[config.mk]
export PLATFORM = sky130hd
export DESIGN_NAME = glide_tone_synthesizer
export DESIGN_NICKNAME = d
export VERILOG_FILES = /design/src/rtl/gts_pkg.sv /design/src/rtl/gts_divider.sv /design/src/rtl/gts_datapath.sv /design/src/rtl/gts_controller.sv /design/src/rtl/glide_tone_synthesizer.sv
export SDC_FILE = /design/constraint.sdc
export NUM_CORES = 1
export LEC_CHECK = 0
export ABC_AREA = 1
export BUFFER_PORTS_ARGS = -buffer_cell sky130_fd_sc_hd__buf_4
export CORE_AREA = 2 2 219 221
export DETAILED_ROUTE_END_ITERATION = 10
export DIE_AREA = 0 0 221 223
export PLACE_DENSITY_LB_ADDON = 0.25
export RECOVER_POWER = 50
export SKIP_CTS_REPAIR_TIMING = 1
export SYNTH_ARGS = -nofsm -noshare
export SYNTH_HDL_FRONTEND = slang
export SYNTH_SLANG_ARGS = --single-unit
[constraint.sdc]
create_clock -name clock -period 8.8 [get_ports clock]
set_clock_uncertainty 0.1 [all_clocks]
set_input_delay 0.88 -clock clock [delete_from_list [all_inputs] [get_ports clock]]
set_output_delay 0.88 -clock clock [all_outputs]
set_load 0.005 [all_outputs]
[src/rtl/gts_pkg.sv]
`default_nettype none

package gts_pkg;

   localparam int QUARTER_ENTRIES = 128;
   localparam int INDEX_W         = $clog2(QUARTER_ENTRIES);

   localparam int TARGET_W   = 24;
   localparam int PHASE_W    = 32;
   localparam int SLOPE_W    = 25;
   localparam int GAIN_W     = 8;
   localparam int COUNT_W    = 17;
   localparam int SAMPLE_W   = 8;
   localparam int RAMP_W     = 16;
   localparam int TOP_W      = 16;
   localparam int INTERVAL_W = 10;

   localparam int CSR_ADDR_W = 4;
   localparam int CSR_DATA_W = 32;

   localparam int DIVIDEND_W = TARGET_W;
   localparam int DIVISOR_W  = RAMP_W;
   localparam int DIV_CNT_W  = $clog2(DIVIDEND_W);

   localparam logic [PHASE_W-1:0]    PHASE_RESET    = 32'd384 << 16;
   localparam logic [GAIN_W-1:0]     GAIN_START     = 8'd64;
   localparam logic [GAIN_W-1:0]     GAIN_TOP       = 8'd128;
   localparam logic [RAMP_W-1:0]     RAMP_RESET     = 16'd256;
   localparam logic [TOP_W-1:0]      TOP_RESET      = 16'd1024;
   localparam logic [INTERVAL_W-1:0] INTERVAL_RESET = 10'd4;

   localparam logic [SAMPLE_W-1:0] SINE_TABLE [QUARTER_ENTRIES] = '{
      8'd128, 8'd129, 8'd131, 8'd132, 8'd134, 8'd135, 8'd137, 8'd138,
      8'd140, 8'd142, 8'd143, 8'd145, 8'd146, 8'd148, 8'd149, 8'd151,
      8'd152, 8'd154, 8'd156, 8'd157, 8'd159, 8'd160, 8'd162, 8'd163,
      8'd165, 8'd166, 8'd168, 8'd169, 8'd171, 8'd172, 8'd174, 8'd175,
      8'd176, 8'd178, 8'd179, 8'd181, 8'd182, 8'd184, 8'd185, 8'd186,
      8'd188, 8'd189, 8'd191, 8'd192, 8'd193, 8'd195, 8'd196, 8'd197,
      8'd199, 8'd200, 8'd201, 8'd202, 8'd204, 8'd205, 8'd206, 8'd207,
      8'd209, 8'd210, 8'd211, 8'd212, 8'd213, 8'd215, 8'd216, 8'd217,
      8'd218, 8'd219, 8'd220, 8'd221, 8'd222, 8'd223, 8'd224, 8'd225,
      8'd226, 8'd227, 8'd228, 8'd229, 8'd230, 8'd231, 8'd232, 8'd233,
      8'd234, 8'd235, 8'd236, 8'd236, 8'd237, 8'd238, 8'd239, 8'd240,
      8'd240, 8'd241, 8'd242, 8'd243, 8'd243, 8'd244, 8'd245, 8'd245,
      8'd246, 8'd246, 8'd247, 8'd247, 8'd248, 8'd249, 8'd249, 8'd250,
      8'd250, 8'd250, 8'd251, 8'd251, 8'd252, 8'd252, 8'd252, 8'd253,
      8'd253, 8'd253, 8'd254, 8'd254, 8'd254, 8'd254, 8'd255, 8'd255,
      8'd255, 8'd255, 8'd255, 8'd255, 8'd255, 8'd255, 8'd255, 8'd255
   };

   typedef enum logic [1:0] {
      REG_RAMP_LEN,
      REG_TOP_LEN,
      REG_AMP_INTERVAL
   } reg_index_type;

   typedef enum logic [1:0] {
      ST_IDLE,
      ST_DIVIDE,
      ST_LOOKUP,
      ST_EMIT
   } state_type;

   typedef struct packed {
      logic accept;
      logic lookup;
      logic emit;
   } command_type;

   typedef struct packed {
      logic div_done;
      logic out_free;
   } status_type;

endpackage

`default_nettype wire

[src/rtl/gts_divider.sv]
`default_nettype none

module gts_divider (
   input  wire logic                             clock,
   input  wire logic                             reset,
   input  wire logic                             start,
   input  wire logic [gts_pkg::DIVIDEND_W-1:0]   dividend,
   input  wire logic [gts_pkg::DIVISOR_W-1:0]    divisor,
   output logic      [gts_pkg::DIVIDEND_W-1:0]   quotient,
   output logic      [gts_pkg::DIVISOR_W-1:0]    remainder,
   output logic                                  done
);

   localparam int NW = gts_pkg::DIVIDEND_W;
   localparam int DW = gts_pkg::DIVISOR_W;
   localparam int CW = gts_pkg::DIV_CNT_W;
   localparam logic [CW-1:0] LAST_STEP = CW'(NW - 1);

   logic          busy_ff, busy_in;
   logic          done_ff, done_in;
   logic [CW-1:0] cnt_ff, cnt_in;
   logic [NW-1:0] quo_ff, quo_in;
   logic [DW-1:0] rem_ff, rem_in;
   logic [DW-1:0] divisor_ff, divisor_in;
   logic [DW:0]   shifted;
   logic [DW+1:0] trial;

   // one restoring step: shift in the next dividend bit, subtract if it fits
   always_comb begin
      shifted    = {rem_ff, quo_ff[NW-1]};
      trial      = {1'b0, shifted} - {2'b00, divisor_ff};
      busy_in    = busy_ff;
      done_in    = 1'b0;
      cnt_in     = cnt_ff;
      quo_in     = quo_ff;
      rem_in     = rem_ff;
      divisor_in = divisor_ff;
      if (start) begin
         busy_in    = 1'b1;
         cnt_in     = '0;
         quo_in     = dividend;
         rem_in     = '0;
         divisor_in = divisor;
      end else if (busy_ff) begin
         if (!trial[DW+1]) begin
            rem_in = trial[DW-1:0];
            quo_in = {quo_ff[NW-2:0], 1'b1};
         end else begin
            rem_in = shifted[DW-1:0];
            quo_in = {quo_ff[NW-2:0], 1'b0};
         end
         cnt_in = cnt_ff + 1'b1;
         if (cnt_ff == LAST_STEP) begin
            busy_in = 1'b0;
            done_in = 1'b1;
         end
      end
   end

   always_ff @(posedge clock) begin
      if (reset) begin
         busy_ff <= 1'b0;
         done_ff <= 1'b0;
         cnt_ff  <= '0;
      end else begin
         busy_ff <= busy_in;
         done_ff <= done_in;
         cnt_ff  <= cnt_in;
      end
      quo_ff     <= quo_in;
      rem_ff     <= rem_in;
      divisor_ff <= divisor_in;
   end

   assign quotient  = quo_ff;
   assign remainder = rem_ff;
   assign done      = done_ff;

`ifndef SYNTHESIS
   a_done_after_busy: assert property (@(posedge clock) disable iff (reset)
      done_ff |-> !busy_ff && $past(busy_ff))
      else $error("divider done without a running division");
   a_start_clears_done: assert property (@(posedge clock) disable iff (reset)
      start |=> busy_ff && !done_ff)
      else $error("divider start did not begin a division");
   a_count_bound: assert property (@(posedge clock) disable iff (reset)
      busy_ff |-> cnt_ff <= LAST_STEP)
      else $error("divider step count out of range");
`endif

endmodule

`default_nettype wire

[src/rtl/gts_datapath.sv]
`default_nettype none

module gts_datapath (
   input  wire logic                              clock,
   input  wire logic                              reset,
   input  wire gts_pkg::command_type              cmd,
   output gts_pkg::status_type                    status,
   input  wire logic [gts_pkg::TARGET_W-1:0]      target_step,
   input  wire logic                              message_start,
   output logic      [gts_pkg::SAMPLE_W-1:0]      sample,
   output logic                                   frame_end,
   output logic                                   out_valid,
   input  wire logic                              out_ready,
   input  wire logic                              csr_psel,
   input  wire logic                              csr_penable,
   input  wire logic                              csr_pwrite,
   input  wire logic [gts_pkg::CSR_ADDR_W-1:0]    csr_paddr,
   input  wire logic [gts_pkg::CSR_DATA_W-1:0]    csr_pwdata,
   output logic      [gts_pkg::CSR_DATA_W-1:0]    csr_prdata
);

   localparam int TW = gts_pkg::TARGET_W;
   localparam int PW = gts_pkg::PHASE_W;
   localparam int SW = gts_pkg::SLOPE_W;
   localparam int GW = gts_pkg::GAIN_W;
   localparam int CW = gts_pkg::COUNT_W;
   localparam int RW = gts_pkg::RAMP_W;
   localparam int OW = gts_pkg::TOP_W;
   localparam int IW = gts_pkg::INTERVAL_W;
   localparam int XW = gts_pkg::INDEX_W;
   localparam int AW = gts_pkg::SAMPLE_W;

   // configuration registers
   logic [RW-1:0] ramp_len_ff;
   logic [OW-1:0] top_len_ff;
   logic [IW-1:0] amp_interval_ff;
   logic          csr_write;
   gts_pkg::reg_index_type csr_index;

   assign csr_write = csr_psel && csr_penable && csr_pwrite;
   assign csr_index = gts_pkg::reg_index_type'(csr_paddr[3:2]);

   always_ff @(posedge clock) begin
      if (reset) begin
         ramp_len_ff     <= gts_pkg::RAMP_RESET;
         top_len_ff      <= gts_pkg::TOP_RESET;
         amp_interval_ff <= gts_pkg::INTERVAL_RESET;
      end else if (csr_write) begin
         unique case (csr_index)
            gts_pkg::REG_RAMP_LEN:     ramp_len_ff     <= csr_pwdata[RW-1:0];
            gts_pkg::REG_TOP_LEN:      top_len_ff      <= csr_pwdata[OW-1:0];
            gts_pkg::REG_AMP_INTERVAL: amp_interval_ff <= csr_pwdata[IW-1:0];
            default: ;
         endcase
      end
   end

   always_comb begin
      unique case (csr_index)
         gts_pkg::REG_RAMP_LEN:     csr_prdata = {{(32-RW){1'b0}}, ramp_len_ff};
         gts_pkg::REG_TOP_LEN:      csr_prdata = {{(32-OW){1'b0}}, top_len_ff};
         gts_pkg::REG_AMP_INTERVAL: csr_prdata = {{(32-IW){1'b0}}, amp_interval_ff};
         default:                   csr_prdata = '0;
      endcase
   end

   // synthesis state
   logic [PW-1:0] phase_ff, phase_in;
   logic [PW-1:0] cur_step_ff, cur_step_in;
   logic [TW-1:0] prev_target_ff, prev_target_in;
   logic [SW-1:0] slope_ff, slope_in;
   logic [GW-1:0] gain_ff, gain_in;
   logic [CW-1:0] count_ff, count_in;
   logic          frame_start_ff, frame_start_in;
   logic          negative_ff, negative_in;
   logic [AW-1:0] value_ff, value_in;
   logic          rsp_valid_ff, rsp_valid_in;
   logic [AW-1:0] rsp_data_ff, rsp_data_in;
   logic          rsp_last_ff, rsp_last_in;

   logic          at_start;
   logic [TW-1:0] base;
   logic [TW:0]   diff;
   logic [TW:0]   magnitude;
   logic [IW-1:0] interval;
   logic          div_start;
   logic [gts_pkg::DIVIDEND_W-1:0] div_dividend;
   logic [gts_pkg::DIVISOR_W-1:0]  div_divisor;
   logic [gts_pkg::DIVIDEND_W-1:0] div_quotient;
   logic [gts_pkg::DIVISOR_W-1:0]  div_remainder;
   logic          div_done;

   logic [AW-1:0] ph;
   logic [XW-1:0] table_index;
   logic [AW-1:0] table_value;
   logic [2*AW-1:0] product;
   logic          in_ramp;
   logic          gain_tick;
   logic [CW:0]   count_next;
   logic [CW:0]   frame_total;
   logic          last;

   assign at_start  = (count_ff == '0);
   assign base      = (message_start || prev_target_ff == '0) ? target_step : prev_target_ff;
   assign diff      = {1'b0, target_step} - {1'b0, base};
   assign magnitude = diff[TW] ? (~diff + 1'b1) : diff;
   assign interval  = (amp_interval_ff == '0) ? IW'(1) : amp_interval_ff;

   // frame start divides the glide, other ticks take count mod interval
   assign div_start    = cmd.accept;
   assign div_dividend = at_start ? magnitude[TW-1:0]
                                  : {{(gts_pkg::DIVIDEND_W-CW){1'b0}}, count_ff};
   assign div_divisor  = at_start ? ramp_len_ff
                                  : {{(gts_pkg::DIVISOR_W-IW){1'b0}}, interval};

   gts_divider u_divider (
      .clock     (clock),
      .reset     (reset),
      .start     (div_start),
      .dividend  (div_dividend),
      .divisor   (div_divisor),
      .quotient  (div_quotient),
      .remainder (div_remainder),
      .done      (div_done)
   );

   // quarter-wave lookup: mirror on bit 23, invert the negative half on bit 24
   assign ph          = phase_ff[23:16];
   assign table_index = ph[AW-1] ? ~ph[XW-1:0] : ph[XW-1:0];
   assign table_value = phase_ff[24] ? ~gts_pkg::SINE_TABLE[table_index]
                                     : gts_pkg::SINE_TABLE[table_index];
   assign product     = value_ff * gain_ff;

   assign in_ramp     = (count_ff < {1'b0, ramp_len_ff});
   assign gain_tick   = frame_start_ff || (div_remainder == '0);
   assign count_next  = {1'b0, count_ff} + 1'b1;
   assign frame_total = {2'b00, ramp_len_ff} + {2'b00, top_len_ff};
   assign last        = (count_next >= frame_total);

   always_comb begin
      phase_in       = phase_ff;
      cur_step_in    = cur_step_ff;
      prev_target_in = prev_target_ff;
      slope_in       = slope_ff;
      gain_in        = gain_ff;
      count_in       = count_ff;
      frame_start_in = frame_start_ff;
      negative_in    = negative_ff;
      value_in       = value_ff;
      rsp_valid_in   = rsp_valid_ff && !out_ready;
      rsp_data_in    = rsp_data_ff;
      rsp_last_in    = rsp_last_ff;

      if (cmd.accept) begin
         frame_start_in = at_start;
         negative_in    = diff[TW];
         if (at_start) begin
            prev_target_in = target_step;
            cur_step_in    = {{(PW-TW){1'b0}}, base};
            gain_in        = gts_pkg::GAIN_START;
         end
      end

      if (cmd.lookup) begin
         value_in = table_value;
         if (frame_start_ff) begin
            if (ramp_len_ff == '0)
               slope_in = '0;
            else if (negative_ff)
               slope_in = ~{1'b0, div_quotient} + 1'b1;
            else
               slope_in = {1'b0, div_quotient};
         end
      end

      if (cmd.emit) begin
         phase_in = phase_ff + cur_step_ff;
         if (in_ramp) begin
            cur_step_in = cur_step_ff + {{(PW-SW){slope_ff[SW-1]}}, slope_ff};
            if (gain_tick && !gain_ff[GW-1])
               gain_in = gain_ff + 1'b1;
         end
         count_in     = last ? '0 : count_next[CW-1:0];
         rsp_valid_in = 1'b1;
         rsp_data_in  = product[2*AW-1:AW];
         rsp_last_in  = last;
      end
   end

   always_ff @(posedge clock) begin
      if (reset) begin
         phase_ff       <= gts_pkg::PHASE_RESET;
         cur_step_ff    <= '0;
         prev_target_ff <= '0;
         slope_ff       <= '0;
         gain_ff        <= gts_pkg::GAIN_START;
         count_ff       <= '0;
         frame_start_ff <= 1'b0;
         negative_ff    <= 1'b0;
         rsp_valid_ff   <= 1'b0;
      end else begin
         phase_ff       <= phase_in;
         cur_step_ff    <= cur_step_in;
         prev_target_ff <= prev_target_in;
         slope_ff       <= slope_in;
         gain_ff        <= gain_in;
         count_ff       <= count_in;
         frame_start_ff <= frame_start_in;
         negative_ff    <= negative_in;
         rsp_valid_ff   <= rsp_valid_in;
      end
      value_ff    <= value_in;
      rsp_data_ff <= rsp_data_in;
      rsp_last_ff <= rsp_last_in;
   end

   assign status.div_done = div_done;
   assign status.out_free = !rsp_valid_ff || out_ready;

   assign sample    = rsp_data_ff;
   assign frame_end = rsp_last_ff;
   assign out_valid = rsp_valid_ff;

`ifndef SYNTHESIS
   a_gain_bound: assert property (@(posedge clock) disable iff (reset)
      gain_ff <= gts_pkg::GAIN_TOP)
      else $error("gain above full scale");
   a_emit_room: assert property (@(posedge clock) disable iff (reset)
      cmd.emit |-> !rsp_valid_ff || out_ready)
      else $error("result emitted over an untaken word");
   a_frame_restart: assert property (@(posedge clock) disable iff (reset)
      cmd.emit && last |=> count_ff == '0 && rsp_last_ff)
      else $error("frame end did not restart the sample count");
   a_start_gain: assert property (@(posedge clock) disable iff (reset)
      cmd.accept && at_start |=> gain_ff == gts_pkg::GAIN_START)
      else $error("gain not restarted at frame start");
`endif

endmodule

`default_nettype wire

[src/rtl/gts_controller.sv]
`default_nettype none

module gts_controller (
   input  wire logic                 clock,
   input  wire logic                 reset,
   input  wire logic                 req_tvalid,
   output logic                      req_tready,
   input  wire gts_pkg::status_type  status,
   output gts_pkg::command_type      cmd
);

   gts_pkg::state_type state_ff, state_in;

   always_comb begin
      state_in = state_ff;
      unique case (state_ff)
         gts_pkg::ST_IDLE:   if (req_tvalid)      state_in = gts_pkg::ST_DIVIDE;
         gts_pkg::ST_DIVIDE: if (status.div_done) state_in = gts_pkg::ST_LOOKUP;
         gts_pkg::ST_LOOKUP:                      state_in = gts_pkg::ST_EMIT;
         gts_pkg::ST_EMIT:   if (status.out_free) state_in = gts_pkg::ST_IDLE;
         default:                                 state_in = gts_pkg::ST_IDLE;
      endcase
   end

   always_comb begin
      req_tready = 1'b0;
      cmd        = '0;
      unique case (state_ff)
         gts_pkg::ST_IDLE: begin
            req_tready = 1'b1;
            cmd.accept = req_tvalid;
         end
         gts_pkg::ST_LOOKUP: cmd.lookup = 1'b1;
         gts_pkg::ST_EMIT:   cmd.emit   = status.out_free;
         default: ;
      endcase
   end

   always_ff @(posedge clock) begin
      if (reset) begin
         state_ff <= gts_pkg::ST_IDLE;
      end else begin
         state_ff <= state_in;
      end
   end

`ifndef SYNTHESIS
   a_accept_starts_divide: assert property (@(posedge clock) disable iff (reset)
      cmd.accept |=> state_ff == gts_pkg::ST_DIVIDE)
      else $error("accepted word did not start a division");
   a_one_command: assert property (@(posedge clock) disable iff (reset)
      $onehot0({cmd.accept, cmd.lookup, cmd.emit}))
      else $error("more than one datapath command at once");
   a_emit_returns_idle: assert property (@(posedge clock) disable iff (reset)
      cmd.emit |=> req_tready)
      else $error("controller not ready after emitting a word");
`endif

endmodule

`default_nettype wire

[src/rtl/glide_tone_synthesizer.sv]
`default_nettype none

// An accepted req word passes through the 24-step shared restoring divider
// (glide slope at frame start, gain interval remainder on all other ticks),
// then the lookup and emit steps, before its rsp word is registered.
// A new req word is taken only after the previous rsp word has been emitted.
// Reset: synchronous; phase, step, gain and frame count return to frame start.
module glide_tone_synthesizer (
   input  wire logic                           clock,
   input  wire logic                           reset,
   input  wire logic                           req_tvalid,
   output logic                                req_tready,
   input  wire logic [23:0]                    req_tdata,   // [23:0] target_step
   input  wire logic                           req_tuser,   // [0] message_start
   output logic                                rsp_tvalid,
   input  wire logic                           rsp_tready,
   output logic      [7:0]                     rsp_tdata,   // [7:0] sample
   output logic                                rsp_tlast,   // frame_end
   input  wire logic                           csr_psel,
   input  wire logic                           csr_penable,
   input  wire logic                           csr_pwrite,
   input  wire logic [gts_pkg::CSR_ADDR_W-1:0] csr_paddr,
   input  wire logic [gts_pkg::CSR_DATA_W-1:0] csr_pwdata,
   output logic      [gts_pkg::CSR_DATA_W-1:0] csr_prdata,
   output logic                                csr_pready
);

   gts_pkg::command_type cmd;
   gts_pkg::status_type  status;

   assign csr_pready = 1'b1;

   gts_controller u_controller (
      .clock      (clock),
      .reset      (reset),
      .req_tvalid (req_tvalid),
      .req_tready (req_tready),
      .status     (status),
      .cmd        (cmd)
   );

   gts_datapath u_datapath (
      .clock         (clock),
      .reset         (reset),
      .cmd           (cmd),
      .status        (status),
      .target_step   (req_tdata),
      .message_start (req_tuser),
      .sample        (rsp_tdata),
      .frame_end     (rsp_tlast),
      .out_valid     (rsp_tvalid),
      .out_ready     (rsp_tready),
      .csr_psel      (csr_psel),
      .csr_penable   (csr_penable),
      .csr_pwrite    (csr_pwrite),
      .csr_paddr     (csr_paddr),
      .csr_pwdata    (csr_pwdata),
      .csr_prdata    (csr_prdata)
   );

endmodule

`default_nettype wire

# Word level (Yosys, flattened, before mapping)
# Memory sizes are Yosys's and may differ from the RTL's.
# Cells that the tools add are included.
word_totals:
  latch_bits: 0
  regBits: 265
  mem_count: 1
  ramBits: 0
  mem_bits_ro: 1024
  elab_cells: 118
mem_list:
  columns: ["name", "words", "width", "read_ports", "rd_ports_with_merged_regs", "write_ports", "line_no", "source"]
  rows:
  - ["(name not given)", 128, 8, 1, 0, 0, "gts_datapath.sv:130", "assign table_value = phase_ff[24] ? ~gts_pkg::SINE_TABLE[table_index]"]
op_classes:
  reduce_logical: 26
  n_shift: 0
  addsub: 10
  n_mux: 39
  mul: 1
  div_mod_pow: 0
  magnitude_cmp: 3
  n_eq_ne: 9
  bitwise_logic: 6
op_table:
  columns: ["operator", "n"]
  rows:
  - ["$mux W32", 4]
  - ["$mux W24", 5]
  - ["$add A32 B32 Y32", 2]
  - ["$mux W8", 8]
  - ["$mux W25", 2]
  - ["$pmux W16 S3", 1]
  - ["$logic_not A16 Y1", 2]
  - ["$add A25 B1 Y25 const B", 1]
  - ["$not A24 Y25", 1]
  - ["$sub A24 B24 Y25", 1]
  - ["$add A24 B1 Y24 const B", 1]
  - ["$logic_not A24 Y1", 1]
  - ["$not A24 Y24", 1]
  - ["$mux W10", 2]
  - ["$add A17 B1 Y18 const B", 1]
  - ["$ge A18 B18 Y1", 1]
  - ["$sub A17 B16 Y18", 1]
  - ["$add A16 B16 Y17", 1]
  - ["$logic_not A17 Y1", 1]
  - ["$lt A17 B16 Y1", 1]
  - ["$mux W17", 1]
  - ["$mul A8 B8 Y16", 1]
  - ["$mux W16", 1]
  - ["$logic_not A10 Y1", 1]
  - ["other kinds (25)", 52]

# Longest topological paths before layout
# Gate-level depths: netlist of run 1.
logic_depth:
  depth_word: 9
  mapped_depth: 29
  mapped_depth_nobuf: 27

# Hierarchy
# A second synthesis of run 1 with hierarchy kept.
unflattened:
  cells_unflattened: 3193
  hier_area_um2: 21414.3
by_module_without_submodules:
  columns: ["mod", "n_inst", "cells_each", "area_per_inst_um2"]
  rows:
  - ["gts_datapath", 1, 2688, 17594.4]
  - ["gts_divider", 1, 474, 3621.0]
  - ["gts_controller", 1, 29, 187.7]
  - ["glide_tone_synthesizer", 1, 2, 11.3]

# Least setup slack after synthesis of run 1
# Ideal clock, no wire load.
synth_timing:
  path_kind: "register to register"
  start: "register u_datapath.gain_ff[4]"
  end: "register u_datapath.rsp_data_ff[7], in the netlist u_datapath.sample[7], data pin"
  setup_ns: 0.262
  arrival_time_ns: 4.111
  stages_incl_launch_ff: 23
  slack_ns: 4.327
  cell_sequence: "dfxtp_1 -> clkbuf_1 -> nand2_1 -> inv_1 -> fa_1 -> fa_1 -> inv_1 -> fa_1 -> fa_1 -> inv_1 -> ha_1 -> nand2_1 -> nor2_1 -> a211oi_1 -> inv_1 -> a21oi_1 -> o21ai_0 -> nand2_1 -> nor2_1 -> nand3_1 -> nand3_1 -> a21oi_1 -> xor2_1"
synth_via:
  elab_chain_len: 1
synth_lines:
  columns: ["element", "line_no", "source"]
  rows:
  - ["from (decl)", "gts_datapath.sv:72", "logic [GW-1:0] gain_ff, gain_in;"]
  - ["from (signal assigned)", "gts_datapath.sv:196", "gain_ff <= gts_pkg::GAIN_START;"]
  - ["from (signal assigned)", "gts_datapath.sv:206", "gain_ff <= gain_in;"]
  - ["$mul A8 B8 Y16", "gts_datapath.sv:132", "assign product = value_ff * gain_ff;"]
  - ["named net u_datapath.product[15]", "gts_datapath.sv:96", "logic [2*AW-1:0] product;"]
  - ["to (signal assigned)", "gts_datapath.sv:213", "rsp_data_ff <= rsp_data_in;"]
  - ["to (decl)", "gts_datapath.sv:78", "logic [AW-1:0] rsp_data_ff, rsp_data_in;"]
# The timed path passes the listed nets, and every way through them passes these cells.
# A chain may end at the register's enable or synchronous reset.

==> flow_summary_export.csv, run 1 <==
group,metric,value,unit
status,outcome,"finished, violations left",
status,violations,"max-capacitance violations, max-slew violations",
grt,track_usage,24.4,%
worst_setup_path,setup.worst_path.end_class,"flop",
clock_tree,path_clk_slew,0.06,ns
die,core-area,0.0471,sq mm
drt,wl_per_cell,16.4,microns
drt,via_per_inst,5.47,
die,num_io_pins,112,
grt,grt_first_pass_wirelength,99400,microns
power,peakVddDrop,0.000150,V
clock_tree,numCtsBuffers,35,
synthesis,syn_area,0.0210,sq mm
min_path,min-delay-start,"u_datapath.slope_ff[19]",
synthesis,synth.distinct_cells,58,
worst_setup_path,rrSetupSlack,3.66,ns
cells_and_area,design_area,0.0230,sq mm
cells_and_area,nNetsFinal,3326,
timing,tightest_slew,4.24,ns
synthesis,synth_edf_count,57,
die,die_y,223,microns
worst_setup_path,r2r-end,"u_datapath.u_divider.quotient[8]",
clock_tree,clk_path_buf_depth,3,
worst_setup_path,worstPathMaxFanout,83,
synthesis,synth_top_family_by_area,"simple AND/OR/NAND/NOR gates",
cells_and_area,syn2layout_area_growth,9.91,%
cells_and_area,layout-drive-gt1-share,7.98,%
placement,place.gp.congestion,0.915,
synthesis,synth.avg_cell_area,6.92,sq um
synthesis,synthSimpleGateAreaFrac,25.3,%
clock_tree,cts-root-buf,"clkbuf_16",
die,die_w,221,microns
synthesis,syn_inst,3028,
timing,maxSlewHeadroom,-183,%
worst_setup_path,crit_arrival,6.20,ns
clock_tree,h-tree-depth,2,
die,start_util,44.4,%
worst_setup_path,reg2reg_depth,18,
synthesis,synth_commonest_cells,"nand2_1 (586), inv_1 (397), nor2_1 (291)",
placement,dpl_cell_area,0.0219,sq mm
synthesis,synth-compound-area-share,19.0,%
drt,drt-initial-drc-count,1651,
timing,hold_violations,0,
timing,fmax,0.165,GHz
worst_setup_path,crit_path_start,"reset",
flow_run,maxCapViolCount,4,
die,num_rows,80,
grt,grt_pass1_vias,19480,
synthesis,ys.flop_type,"dfxtp_1",
min_path,hold_path_end,"u_datapath.slope_ff[19]",
timing,period_share,68.8,%
drt,final_antenna_net_count,0,
synthesis,synthMuxAreaShare,0,%
min_path,min_path_type,"flop to flop",
synthesis,ys_top_cells_by_area,"dfxtp_1 (19%), nand2_1 (10%), ha_1 (10%)",
grt,grt_antenna_before_repair,1,
synthesis,postSynth.asyncResetShare,0,%
placement,port-buffer-count,76,
synthesis,yosysTopAreaCell,"dfxtp_1",
synthesis,yosysMostFrequentCell,"nand2_1",
clock_tree,cts.sinks,251,
timing,period_minus_slack,6.05,ns
drt,wirelength,60400,microns
synthesis,yosys.area_share.adder,14.1,%
worst_setup_path,path_class,"input pin to flop",
timing,slew_viol_final,216,
min_path,whs_path_depth,2,
synthesis,synth_seq_cells,251,
synthesis,synth_xor_area_share,4.81,%
timing,rsz0062_at_grt,"no",
grt,grt-ovfl-total,0,
drt,drc,0,
timing,final-setup-viol-count,0,
grt,grt_max_degree,84,
power,power.density,247,mW/mm^2
timing,whs,0.374,ns
drt,dr.pass1.iters,6,
clock_tree,cts_tree,"yes",
worst_setup_path,crit_required,8.95,ns
worst_setup_path,cp-start-kind,"input pin",
synthesis,ys_seq_area_share,26.7,%
die,dieArea,0.0493,sq mm
power,leakagePower,10.8,nW
placement,dp_hpwl,46000,microns
clock_tree,clock_latency,0.58,ns
timing,finalSetupTns,0,ns
worst_setup_path,r2r-start,"u_datapath.prev_target_ff[23]",
synthesis,yosysTopAreaCellShare,18.5,%
synthesis,synth_warnings,0,
drt,vias,20183,
[flip-flops by register name, summed over array words and instances (netlist names), 17 cells and up]
register,flops
u_datapath.count_ff,17
u_datapath.cur_step_ff,25
u_datapath.phase_ff,25
u_datapath.prev_target_ff,24
u_datapath.slope_ff,25
u_datapath.u_divider.quotient,24
[cells in the final DEF, fill, tap and decap left out, types with 57 or more instances in the layout]
cell	instances
a21oi_1	288
buf_4	63
dfxtp_1	194
edfxtp_1	57
ha_1	173
inv_1	396
nand2_1	586
nand3_1	121
nor2_1	289
o21ai_0	235
xor2_1	82
[through the flow]
step	std cells	power [W]	setup WS [ns]	utilization, %
final	3688	0.00569	2.75	48.8
after floorplan	3043	0.00356	4.33	-
after global placement	3624	0.00417	3.84	46.4
after global routing	3687	0.00613	2.21	48.8
after detailed placement	3624	0.00423	3.76	46.4
after CTS	3687	0.00569	3.77	48.9
[worst max path at each step]
stage,to,slack [ns]
finish,u_datapath.frame_start_ff,2.75
global route,u_datapath.frame_start_ff,2.21
CTS,u_datapath.count_ff[1],3.77
detailed placement,u_datapath.u_divider.quotient[21],3.76
global placement,u_datapath.u_divider.quotient[21],3.84
floorplan,u_datapath.sample[7],4.33
[routing by layer]
metal | vias to the layer above | share of wire (%) | global-route usage [%] | routed length (microns)
met1 | 9363 | 45 | 32.1 | 27200
met4 | 0 | 3.1 | 8.98 | 1850
met2 | 578 | 46 | 40.9 | 28000
met3 | 112 | 5.8 | 3.07 | 3490
met5 | - | 0 | 0 | 0
li1 | 10130 | - | - | -
[logic make-up after synthesis]
kind of cell / count (synthesis)
AND/OR/NAND/NOR: 1196
AO/OA/AOI/OAI: 716
buffers and inverters: 536
flip-flops: 251
adder cells (fa/ha/maj): 212
XOR/XNOR: 115
other: 2
[report_power, final]
| group | switching, W | internal (W) | total (W) |
|---|---|---|---|
| sequential | 0.000257 | 0.00147 | 0.00173 |
| combinational | 0.00169 | 0.000836 | 0.00252 |
| clock | 0.000590 | 0.000849 | 0.00144 |
| total | 0.00253 | 0.00316 | 0.00569 |
[layout make-up]
type,count,area (sq um)
fillers,4707,24100
multi-input cells,2256,13300
flip-flops and latches,251,5600
inverters,412,1550
clock buffers,49,1020
well taps,615,769
repair buffers,90,646
clock inverters,14,151
diodes,1,2.50
[critical path, stage by stage]
cell      delay, ns
clkbuf_1       2.92
inv_2          1.26
buf_4          0.64
nand2_1        0.33
o22ai_1        0.12
(Power assumes the default switching activity.)
==> run 2, diff against run 1 <==
==> constraint.sdc (replaced) <==
create_clock -name clock -period 4.9 [get_ports clock]
set_clock_uncertainty 0.1 [all_clocks]
set_input_delay 0.49 -clock clock [delete_from_list [all_inputs] [get_ports clock]]
set_output_delay 0.49 -clock clock [all_outputs]
set_load 0.005 [all_outputs]
==> run 2 against run 1 <==
Compared with the run above: clock power is 63% higher; worst setup slack worse by 2.4 ns; first-iteration DRC count is 6.6% higher; clock-buffer cell count is 2 lower; sequential cell count stayed put; non-clock buffer count is 13 higher; sequential share of layout area is 0.057 points higher; total power is 77% higher; critical endpoint is now u_datapath.sample[5]; register-to-register slack worse by 3.3 ns; the flow still finishes with violations (max-capacitance violations, max-slew violations); critical path depth is 16 higher.
==> flow_summary_export.csv, run 2 (synthesized netlist as in run 1, its figures left out) <==
group,metric,value,unit
status,outcome,"finished, violations left",
status,violations,"max-capacitance violations, max-slew violations",
worst_setup_path,setup.worst_path.end_class,"flop",
min_path,min-delay-start,"csr_pwdata[10]",
grt,grt_first_pass_wirelength,99600,microns
drt,wl_per_cell,16.6,microns
clock_tree,path_clk_slew,0.06,ns
power,power.density,438,mW/mm^2
grt,track_usage,24.4,%
drt,wirelength,61500,microns
flow_run,maxCapViolCount,3,
power,leakagePower,10.8,nW
drt,final_antenna_net_count,0,
die,die_y,223,microns
worst_setup_path,crit_required,5.13,ns
cells_and_area,antenna_cells,0,
placement,port-buffer-count,76,
clock_tree,clock_latency,0.60,ns
min_path,hold_path_end,"u_datapath.top_len_ff[10]",
timing,maxSlewHeadroom,-173,%
drt,drt-initial-drc-count,1760,
power,peakVddDrop,0.000348,V
timing,hold_violations,0,
cells_and_area,design_area,0.0230,sq mm
worst_setup_path,path_class,"flop to flop",
timing,tightest_slew,4.10,ns
die,core-area,0.0471,sq mm
die,num_rows,80,
cells_and_area,layout-drive-gt1-share,8.18,%
worst_setup_path,cpMostUsedCell,"nor2_1",
placement,place_ws,0.183,ns
min_path,whs_path_depth,3,
clock_tree,cts.sinks,251,
clock_tree,h-tree-depth,1,
cells_and_area,reg_top3,"u_datapath.cur_step_ff (25), u_datapath.phase_ff (25), u_datapath.slope_ff (25)",
clock_tree,cts_tree,"yes",
worst_setup_path,r2r-start,"u_datapath.gain_ff[4]",
die,start_util,44.4,%
drt,drc,0,
timing,period_minus_slack,4.56,ns
timing,rsz0062_at_grt,"no",
worst_setup_path,crit_slowest_cell,"fa_1",
min_path,min_path_type,"input pin to flop",
placement,place.gp.congestion,0.947,
cells_and_area,fillers,4647,
die,dieArea,0.0493,sq mm
die,num_io_pins,112,
worst_setup_path,reg2reg_depth,21,
drt,vias,20439,
worst_setup_path,crit_path_max_incr_delay,0.55,ns
drt,dr.pass1.iters,6,
timing,finalSetupTns,0,ns
cells_and_area,syn2layout_area_growth,9.68,%
timing,period_share,93.0,%
timing,slew_viol_final,169,
grt,grt-ovfl-total,0,
timing,postLayoutSetupSlackWorst,0.344,ns
worst_setup_path,rrSetupSlack,0.34,ns
worst_setup_path,crit_arrival,4.79,ns
worst_setup_path,r2r-end,"u_datapath.sample[5]",
timing,fmax,0.220,GHz
worst_setup_path,cp-start-kind,"flop",
clock_tree,clk_path_buf_depth,3,
worst_setup_path,crit_chain,"nand2_1, inv_1, fa_1, fa_1, inv_1, fa_1, fa_1, inv_1, ha_1, nand2_1, nor2_1, a211oi_1, inv_1, a21oi_2, o21ai_2, nand2_1, nor2_1, nor2_1, nor2_1, nor2_1, xnor2_1",
placement,dpl_cell_area,0.0220,sq mm
worst_setup_path,crit_path_start,"u_datapath.gain_ff[4]",
drt,via_per_inst,5.53,
clock_tree,cts-root-buf,"clkbuf_16",
placement,dp_hpwl,47000,microns
grt,grt_pass1_vias,19688,
die,die_w,221,microns
timing,final-setup-viol-count,0,
grt,grt_antenna_before_repair,0,
cells_and_area,nNetsFinal,3335,
grt,grt_max_degree,83,
cells_and_area,final_common_cell,"nand2_1",
clock_tree,numCtsBuffers,31,
cells_and_area,layout.cells.most_common_list,"nand2_1 (586), inv_1 (397), nor2_1 (289)",
worst_setup_path,worstPathMaxFanout,12,
run 2: critical path: cells and delay by family, from the launching register on:
kind	cells	cell delay, ns
adder cells (fa/ha/maj)	5	2.28
AND/OR/NAND/NOR	8	0.74
flip-flops	1	0.43
AO/OA/AOI/OAI	3	0.42
buffers and inverters	4	0.22
XOR/XNOR	1	0.08
run 2: final cells by class:
type                    instances  area (sq um)  area share (%)
clock inverters                11           110           0.479
repair buffers                103           737            3.21
clock buffers                  47           911            3.96
multi-input cells            2256         13300            57.9
flip-flops and latches        251          5600            24.4
well taps                     615           769            3.35
inverters                     412          1550            6.73
run 2: how the worst max path moves through the flow:
| stage | end | slack [ns] | cells past startpoint |
|---|---|---|---|
| 2_1_floorplan | u_datapath.sample[7] | 0.43 | 22 |
| 6_report | u_datapath.sample[5] | 0.34 | 21 |
| 3_3_place_gp | u_datapath.sample[7] | 0.28 | 21 |
| 3_5_place_dp | u_datapath.sample[7] | 0.18 | 21 |
| 5_1_grt | u_datapath.sample[7] | 0.03 | 21 |
| 4_1_cts | u_datapath.sample[7] | 0.18 | 21 |
run 2: per-stage QoR:
step           util (%)  std cells  power (W)  hold WS, ns
6_report           48.7       3695     0.0101       0.0207
5_1_grt            48.7       3695     0.0108       0.0199
4_1_cts            48.8       3695     0.0100      -0.0129
3_5_place_dp       46.6       3637    0.00766        0.364
3_3_place_gp       46.6       3637    0.00755        0.365
2_1_floorplan         -       3043    0.00639        0.344
run 2: per-layer routing:
metal | share of wire, % | global-route usage [%] | up-vias | wire length [microns]
li1 | - | - | 10140 | -
met1 | 44 | 31.5 | 9453 | 27100
met2 | 45 | 41.2 | 700 | 28000
met3 | 6.1 | 3.35 | 144 | 3750
met4 | 4.1 | 9.48 | 2 | 2520
met5 | 0.15 | 1.37 | - | 92
run 2: where the power goes:
| part | total (W) | switching (W) | internal [W] | leakage, nW |
|---|---|---|---|---|
| clock network | 0.00235 | 0.000966 | 0.00138 | 0.510 |
| registers | 0.00311 | 0.000464 | 0.00264 | 2.13 |
| logic | 0.00461 | 0.00308 | 0.00152 | 8.20 |
